[src/design/rth_pkg.sv]
`timescale 1ns / 1ps

package rth_pkg;

  // default fraction width of the outputs
  localparam int FRAC_BITS_DEF = 16;

  // width of a divisor and of a partial remainder in every divider lane
  localparam int DIV_W = 12;

  // divider lanes
  localparam int LANES    = 3;
  localparam int LANE_HUE = 0;
  localparam int LANE_SAT = 1;
  localparam int LANE_LIT = 2;

  typedef struct packed {
    logic [7:0] red_in;
    logic [7:0] green_in;
    logic [7:0] blue_in;
    logic [7:0] alpha_in;
  } pix_in_t;

  typedef struct packed {
    logic [15:0] hue_out;
    logic [15:0] sat_out;
    logic [15:0] light_out;
    logic [7:0]  alpha_out;
  } pix_out_t;

  // remainders or divisors of all lanes
  typedef logic [LANES-1:0][DIV_W-1:0] lane_word_t;

  // side info that travels with a word down the chain
  typedef struct packed {
    logic       vld;
    logic       gray;
    logic [7:0] alpha;
  } side_t;

endpackage

[src/design/rth_prep.sv]
`timescale 1ns / 1ps

module rth_prep #(
  parameter int FRAC_BITS = rth_pkg::FRAC_BITS_DEF,
  parameter int QB        = FRAC_BITS + 1
) (
  input  rth_pkg::pix_in_t                    pix,
  output rth_pkg::lane_word_t                 rem,
  output rth_pkg::lane_word_t                 den,
  output logic [rth_pkg::LANES-1:0][QB-1:0]   qs,
  output logic                                gray
);
  import rth_pkg::*;

  localparam int NW = QB + DIV_W;

  logic [7:0]    r, g, b, mx, mn, d;
  logic [8:0]    s, q;
  logic [11:0]   n;
  logic [NW-1:0] num_hue, num_sat, num_lit;
  logic [NW-1:0] d_w, s_w, q_w, n_w;

  // max, min, span and sum
  always_comb begin
    r  = pix.red_in;
    g  = pix.green_in;
    b  = pix.blue_in;
    mx = r;
    mn = r;
    if (g > mx) mx = g;
    if (b > mx) mx = b;
    if (g < mn) mn = g;
    if (b < mn) mn = b;
    d  = mx - mn;
    s  = {1'b0, mx} + {1'b0, mn};
    q  = (s < 9'd255) ? s : (9'd510 - s);
  end

  // hue sector offset, red wins ties, then green
  always_comb begin
    if (r == mx) begin
      if (g >= b) n = {4'd0, g - b};
      else n = 12'(6 * d) - {4'd0, b} + {4'd0, g};
    end else if (g == mx) begin
      n = {3'd0, d, 1'b0} + {4'd0, b} - {4'd0, r};
    end else begin
      n = {2'd0, d, 2'd0} + {4'd0, r} - {4'd0, g};
    end
  end

  // rounded quotients: numerator 2*num + den over 2*den
  always_comb begin
    d_w     = NW'(d);
    s_w     = NW'(s);
    q_w     = NW'(q);
    n_w     = NW'(n);
    num_hue = (n_w << (FRAC_BITS + 1)) + NW'(6 * d_w);
    num_sat = (d_w << (FRAC_BITS + 1)) - (d_w << 1) + q_w;
    num_lit = (s_w << (FRAC_BITS + 1)) - (s_w << 1) + NW'(510);
  end

  assign rem[LANE_HUE] = num_hue[NW-1:QB];
  assign rem[LANE_SAT] = num_sat[NW-1:QB];
  assign rem[LANE_LIT] = num_lit[NW-1:QB];
  assign qs[LANE_HUE]  = num_hue[QB-1:0];
  assign qs[LANE_SAT]  = num_sat[QB-1:0];
  assign qs[LANE_LIT]  = num_lit[QB-1:0];
  assign den[LANE_HUE] = DIV_W'(12 * d_w);
  assign den[LANE_SAT] = {2'd0, q, 1'b0};
  assign den[LANE_LIT] = DIV_W'(1020);
  assign gray          = (d == 8'd0);

endmodule

[src/design/rth_cell.sv]
`timescale 1ns / 1ps

module rth_cell #(
  parameter int QB = rth_pkg::FRAC_BITS_DEF + 1
) (
  input  logic                                clk,
  input  logic                                rst,
  input  logic                                en,
  input  rth_pkg::side_t                      side_in,
  input  rth_pkg::lane_word_t                 rem_in,
  input  rth_pkg::lane_word_t                 den_in,
  input  logic [rth_pkg::LANES-1:0][QB-1:0]   qs_in,
  output rth_pkg::side_t                      side,
  output rth_pkg::lane_word_t                 rem,
  output rth_pkg::lane_word_t                 den,
  output logic [rth_pkg::LANES-1:0][QB-1:0]   qs
);
  import rth_pkg::*;

  lane_word_t                 rem_next;
  logic [LANES-1:0][QB-1:0]   qs_next;
  logic [LANES-1:0][DIV_W:0]  trial;
  logic [LANES-1:0]           ge;

  // one restoring step per lane: bring in a numerator bit, try subtract
  always_comb begin
    for (int i = 0; i < LANES; i++) begin
      trial[i]    = {rem_in[i], qs_in[i][QB-1]};
      ge[i]       = trial[i] >= {1'b0, den_in[i]};
      rem_next[i] = ge[i] ? DIV_W'(trial[i] - {1'b0, den_in[i]}) : trial[i][DIV_W-1:0];
      qs_next[i]  = {qs_in[i][QB-2:0], ge[i]};
    end
  end

  // valid and payload
  always_ff @(posedge clk) begin
    if (rst) begin
      side.vld <= 1'b0;
    end else if (en) begin
      side.vld <= side_in.vld;
    end
    if (en) begin
      side.gray  <= side_in.gray;
      side.alpha <= side_in.alpha;
      rem        <= rem_next;
      den        <= den_in;
      qs         <= qs_next;
    end
  end

endmodule

[src/design/rgb_to_hsl_pixel.sv]
// Throughput: one word per cycle while the result is not stalled; one operand stage,
// then a chain of FRAC_BITS + 1 divider cells, each retiring one quotient bit for hue,
// saturation and lightness.
// The whole chain advances when the result register is empty or being taken.
// Reset (rst, synchronous, active high) clears every stage valid; data is not cleared.
`timescale 1ns / 1ps

module rgb_to_hsl_pixel #(
  parameter int FRAC_BITS = rth_pkg::FRAC_BITS_DEF
) (
  input  logic              clk,
  input  logic              rst,
  input  logic              pix_valid,
  output logic              pix_ready,
  input  rth_pkg::pix_in_t  pix,
  output logic              hsl_valid,
  input  logic              hsl_ready,
  output rth_pkg::pix_out_t hsl
);
  import rth_pkg::*;

  localparam int QB = FRAC_BITS + 1;

  logic                                 adv;
  lane_word_t                           p_rem, p_den;
  logic [LANES-1:0][QB-1:0]             p_qs;
  logic                                 p_gray;
  side_t                                op_side;
  lane_word_t                           op_rem, op_den;
  logic [LANES-1:0][QB-1:0]             op_qs;
  side_t      [QB:0]                    c_side;
  lane_word_t [QB:0]                    c_rem, c_den;
  logic       [QB:0][LANES-1:0][QB-1:0] c_qs;
  logic [QB-1:0]                        q_hue, q_sat, q_lit;
  logic [QB+15:0]                       e_hue, e_sat, e_lit;

  assign adv       = !hsl_valid || hsl_ready;
  assign pix_ready = adv;

  // operand setup
  rth_prep #(.FRAC_BITS(FRAC_BITS), .QB(QB)) u_prep (
    .pix  (pix),
    .rem  (p_rem),
    .den  (p_den),
    .qs   (p_qs),
    .gray (p_gray)
  );

  // operand stage valid and payload
  always_ff @(posedge clk) begin
    if (rst) begin
      op_side.vld <= 1'b0;
    end else if (adv) begin
      op_side.vld <= pix_valid;
    end
    if (adv) begin
      op_side.gray  <= p_gray;
      op_side.alpha <= pix.alpha_in;
      op_rem        <= p_rem;
      op_den        <= p_den;
      op_qs         <= p_qs;
    end
  end

  assign c_side[0] = op_side;
  assign c_rem[0]  = op_rem;
  assign c_den[0]  = op_den;
  assign c_qs[0]   = op_qs;

  // divider chain, one quotient bit per cell
  for (genvar k = 0; k < QB; k++) begin : g_cell
    rth_cell #(.QB(QB)) u_cell (
      .clk     (clk),
      .rst     (rst),
      .en      (adv),
      .side_in (c_side[k]),
      .rem_in  (c_rem[k]),
      .den_in  (c_den[k]),
      .qs_in   (c_qs[k]),
      .side    (c_side[k+1]),
      .rem     (c_rem[k+1]),
      .den     (c_den[k+1]),
      .qs      (c_qs[k+1])
    );
  end

  // result formatting: hue wrap, gray forcing, clip to 16 bits
  always_comb begin
    q_hue = c_qs[QB][LANE_HUE];
    q_sat = c_qs[QB][LANE_SAT];
    q_lit = c_qs[QB][LANE_LIT];
    if (c_side[QB].gray || q_hue[QB-1]) q_hue = '0;
    if (c_side[QB].gray) q_sat = '0;
    e_hue = {16'd0, q_hue};
    e_sat = {16'd0, q_sat};
    e_lit = {16'd0, q_lit};
    hsl.hue_out   = (e_hue[QB+15:16] != '0) ? 16'hFFFF : e_hue[15:0];
    hsl.sat_out   = (e_sat[QB+15:16] != '0) ? 16'hFFFF : e_sat[15:0];
    hsl.light_out = (e_lit[QB+15:16] != '0) ? 16'hFFFF : e_lit[15:0];
    hsl.alpha_out = c_side[QB].alpha;
  end

  assign hsl_valid = c_side[QB].vld;

  // a stalled result must stay put
  a_hold: assert property (@(posedge clk) disable iff (rst)
    hsl_valid && !hsl_ready |=> hsl_valid && $stable(hsl))
    else $error("result changed while stalled");

  // an accepted word lands in the operand stage
  a_enter: assert property (@(posedge clk) disable iff (rst)
    pix_valid && pix_ready |=> c_side[0].vld)
    else $error("accepted word lost");

  // saturation and lightness quotients never reach one full unit
  // (black and white divide by zero in the saturation lane; gray hides it)
  a_sat_rng: assert property (@(posedge clk) disable iff (rst)
    hsl_valid && !c_side[QB].gray |-> !c_qs[QB][LANE_SAT][QB-1])
    else $error("saturation quotient out of range");

  a_lit_rng: assert property (@(posedge clk) disable iff (rst)
    hsl_valid |-> !c_qs[QB][LANE_LIT][QB-1])
    else $error("lightness quotient out of range");

endmodule
[config.mk]
export PLATFORM = sky130hd
export DESIGN_NAME = rgb_to_hsl_pixel
export DESIGN_NICKNAME = d
export VERILOG_FILES = /design/src/design/rth_pkg.sv /design/src/design/rth_prep.sv /design/src/design/rth_cell.sv /design/src/design/rgb_to_hsl_pixel.sv
export SDC_FILE = /design/constraint.sdc
export NUM_CORES = 2
export LEC_CHECK = 0
export BUFFER_PORTS_ARGS = -buffer_cell sky130_fd_sc_hd__buf_4
export CAP_MARGIN = 10
export CELL_PAD_IN_SITES_DETAIL_PLACEMENT = 0
export CELL_PAD_IN_SITES_GLOBAL_PLACEMENT = 1
export CORE_MARGIN = 2
export CORE_UTILIZATION = 46
export DETAILED_ROUTE_END_ITERATION = 12
export PLACE_DENSITY = 0.75
export SLEW_MARGIN = 30
export SYNTH_ARGS = -nofsm -noshare
export SYNTH_HDL_FRONTEND = slang
export SYNTH_HIERARCHICAL = 1
export SYNTH_SLANG_ARGS = --single-unit
[constraint.sdc]
create_clock -name clk -period 60 [get_ports clk]
set_input_delay 0 -clock clk [delete_from_list [all_inputs] [get_ports clk]]
set_output_delay 0 -clock clk [all_outputs]
set_load 0.005 [all_outputs]
-- After elaboration in Yosys (flattened, before gate mapping)
Index checks and enable logic that the tools add are counted.
- $add $sub $neg: 63
- magnitude comparators: 57
- multiplexer cells: 61
- reduce and logical (&&, ||, !) cells: 4
- equal/unequal tests: 2
- multipliers: 2
- operators by type and width (operator ; number):
    two-way mux 12 bit ; 51
    >= comparator 13 x 10 -> 1 bit ; 17
    >= comparator 13 x 10 -> 1 bit, second input constant ; 17
    >= comparator 13 x 12 -> 1 bit ; 17
    subtractor 12 x 10 -> 12 bit ; 16
    subtractor 12 x 10 -> 12 bit, second input constant ; 16
    subtractor 12 bit ; 16
    two-way mux 16 bit ; 3
    two-way mux 17 bit ; 2
    two-way mux 8 bit ; 4
    adder 29 x 11 -> 29 bit ; 1
    adder 29 x 9 -> 29 bit ; 1
    adder 29 x 9 -> 29 bit, second input constant ; 1
    subtractor 26 x 10 -> 27 bit ; 1
    subtractor 25 x 9 -> 26 bit ; 1
    subtractor 12 x 8 -> 12 bit ; 2
    multiplier 2 x 8 -> 10 bit, first input constant ; 2
    equality test 8 bit ; 2
    > comparator 8 bit ; 2
    less-than comparator 8 bit ; 2
    subtractor 8 bit ; 2
    adder 12 x 8 -> 12 bit ; 1
    subtractor 11 x 8 -> 12 bit ; 1
    adder 10 x 8 -> 11 bit ; 1
    other kinds (9) ; 10
- flip-flop bits (word level): 2033
- output and inout port bits: 58
- word-level logic and storage cells: 382
- bits of input ports: 36

-- Depth between registers and ports, before layout
- depth after elaboration: 11
- mapped depth: 42

-- By module
Netlist, hierarchy kept.
- modules (own cells, without submodules) (module ; seq. area each (µm²) ; cells each ; area an instance (µm²) ; times used):
    rth_cell (g_cell[0].u_cell ...) ; 3983.8 ; 436 ; 6327.3 ; 16
    rth_prep ; 0.0 ; 904 ; 6789.0 ; 1
    rth_cell (g_cell[2].u_cell) ; 3983.8 ; 446 ; 6391.1 ; 1
    rgb_to_hsl_pixel ; 3983.8 ; 208 ; 4396.7 ; 1

-- Worst setup path before layout
No wires, ideal clock.
- path kind: in2reg
- from: in hsl_ready
- to: reg op_side, in the netlist c_side[9]
- arrival time: 61.080 ns
- path buffers: 0
- stages on the path: 2
- data required time: 59.779 ns
- slack: -1.300 ns
- setup time: 0.221 ns
- cell sequence: nand2b_1 -> a31o_2
- cells in the longest elaborated chain, start to end: 1
- ends and longest elaborated chain (what ; line ; text):
    start: declaration ; rgb_to_hsl_pixel.sv:17 ; input logic hsl_ready,
    logical OR 1 bit ; rgb_to_hsl_pixel.sv:37 ; assign adv = !hsl_valid || hsl_ready;
    end: declaration ; rgb_to_hsl_pixel.sv:28 ; side_t op_side;
No other way between the ends.
A chain may end at the register's enable or synchronous reset.

==> impl_metrics.py <==
metrics = {
    "status": {
        "status": "finished, final reports clean",
    },
    "sta": {
        "layout_setup_ws_ps": 50630,
        "worstMarginPinSlew_ps": 918.6,
        "min_period_over_period_pct": 15.61,
        "finalHoldViolCount": 0,
        "slew_violations": 0,
        "finClkSkew_ps": 38.34,
        "relSlewSlack_pct": 38.76,
        "period_minus_slack_ps": 9369,
        "fin_tns_setup_ps": 0,
        "rsz0062_at_grt": "false",
        "clock.fmax_mhz": 106.7,
        "setup_viol": 0,
    },
    "routing": {
        "vias": 63020,
        "ant_nets": 0,
        "routedWlPerCell_um": 16.35,
        "highest_layer": "met4",
        "drc_errors": 0,
        "drt_iter0_drc": 3777,
        "met2_length_um": 99080,
        "met3_length_um": 6176,
        "wl_um": 198100,
        "wl_met1_um": 86430,
        "via_per_inst": 5.203,
        "drtPass1Iterations": 6,
    },
    "layout": {
        "final_cell_mix": "edfxtp_1, inv_1, ha_1, nor2_1, nand2_1",
        "drive_above_1_share_pct": 12.68,
        "fillers": 20710,
        "final_common_cell": "edfxtp_1",
        "nets": 9409,
        "final_util_pct": 51.22,
        "area_delta_synth_final_pct": 10.59,
    },
    "clocking": {
        "cts_buffers": 241,
        "cts_tree": "yes",
        "clkTransAtPathRegs_ps": 60,
        "clkLatencyLatePin_ps": 870,
        "cts_resized": 0,
        "clockBufferDepth": 3,
        "cts_hold_buf": 33,
        "numClockSinks": 2322,
        "post_cts.repair.setup_buffers": 0,
        "cts-root-buf": "clkbuf_16",
        "htreeDepth": 4,
    },
    "floorplan": {
        "die_area_mm2": 0.2548,
        "start_util_pct": 46.31,
        "ios": 94,
        "core_mm2": 0.2491,
        "dieWidth_um": 504.8,
        "rows": 183,
        "chipHeight_um": 504.8,
    },
    "setup_path": {
        "cp.depth": 38,
        "crit_path_end_kind": "flop",
        "rr_worst_depth": 7,
        "path_buf_inv": 5,
        "cp-startpoint": "pix[25]",
        "cp_top_family": "compound AO/OA/AOI/OAI gates",
        "cp.arrival_ps": 9970,
        "endpoint": "c_rem[18]",
        "max_stage_delay_ps": 670,
        "r2r-end": "g_cell[16].u_cell/qs[39]",
        "worstPathMaxFanout": 20,
        "worstPathRequired_ps": 60600,
        "r2r-start": "g_cell[16].u_cell/side[9]",
        "start_kind": "input port",
        "cpMaxStageDelayCell": "and2_1",
        "rrSetupSlack_ps": 54560,
        "crit_type": "input port to flop",
    },
    "hold_path": {
        "hold_class": "input port to flop",
    },
    "placement": {
        "globalplace.congestion": 0.8725,
        "dp_hpwl_um": 141600,
        "post-place-ws_ps": 50290,
        "portBuffers": 93,
    },
    "yosys": {
        "synth_area_mm2": 0.1154,
        "yosysWarnings": 6,
        "avgSynthCellArea_um2": 13.91,
        "netlist_instances": 8295,
    },
    "grt": {
        "overflow": 0,
        "grt_use_total_pct": 15.34,
        "grt_pass1_wl_um": 323900,
        "antenna_found_initial": 5,
        "grt_pass1_vias": 64040,
        "grt_max_degree": 191,
    },
    "run": {
        "max_cap_viol_count": 0,
    },
}
==> per-stage QoR <==
step | cells | hold WS (ps) | cell area (um2)
after floorplan | 8320 | 72.38 | 115500
after global placement | 11620 | 178.5 | 119200
after global routing | 12110 | 86.74 | 127600
after CTS | 12110 | 4.199 | 127500
final | 12110 | 87.04 | 127600
after detailed placement | 11620 | 179.5 | 119200
==> cell type report <==
cell class / instances / area (um2) / area share [%]
Tap cell: 3330 / 4167 / 3.266
Inverter: 838 / 3148 / 2.467
Timing Repair Buffer: 161 / 1436 / 1.126
Antenna cell: 2 / 5.005 / 0.003923
Sequential cell: 2322 / 69550 / 54.51
Clock inverter: 146 / 1486 / 1.165
Clock buffer: 304 / 6414 / 5.027
Multi-Input combinational cell: 5009 / 41390 / 32.44
==> sequential cells by signal (all words and copies together), names as in the netlist <==
| name | count |
|---|---|
| g_cell.u_cell/rem | 576 |
| c_qs | 51 |
| c_den | 36 |
| g_cell.u_cell/qs | 867 |
| g_cell.u_cell/side | 170 |
| c_side | 10 |
| c_rem | 36 |
| g_cell.u_cell/den | 576 |
==> metal layers <==
metal / up-vias / track usage (%)
met5: - / 0
met4: 0 / 5.427
met3: 423 / 2.341
met2: 951 / 27.17
met1: 30260 / 18.99
li1: 31390 / -
==> how the worst min path moves through the flow <==
stage | to | slack, ps | cells past startpoint | startpoint
after detailed placement | c_side[7] | 180 | 1 | pix[7]
after global routing | c_rem[3] | 90 | 6 | pix[10]
after floorplan | g_cell[0].u_cell/side[9] | 70 | 1 | rst
after global placement | c_side[3] | 180 | 1 | pix[3]
after CTS | c_rem[4] | 4 | 6 | pix[20]
final | c_rem[4] | 90 | 6 | pix[20]
==> worst min-delay path: cells and delay by family <==
kind / cells / cell delay, ps
compound gates: 2 / 250
simple gates: 2 / 170
buf+inv: 1 / 180
fa+ha+maj: 1 / 220
Power is not shown: default switching activity piles up to over one toggle a cycle in this logic, so the estimate is an artifact.
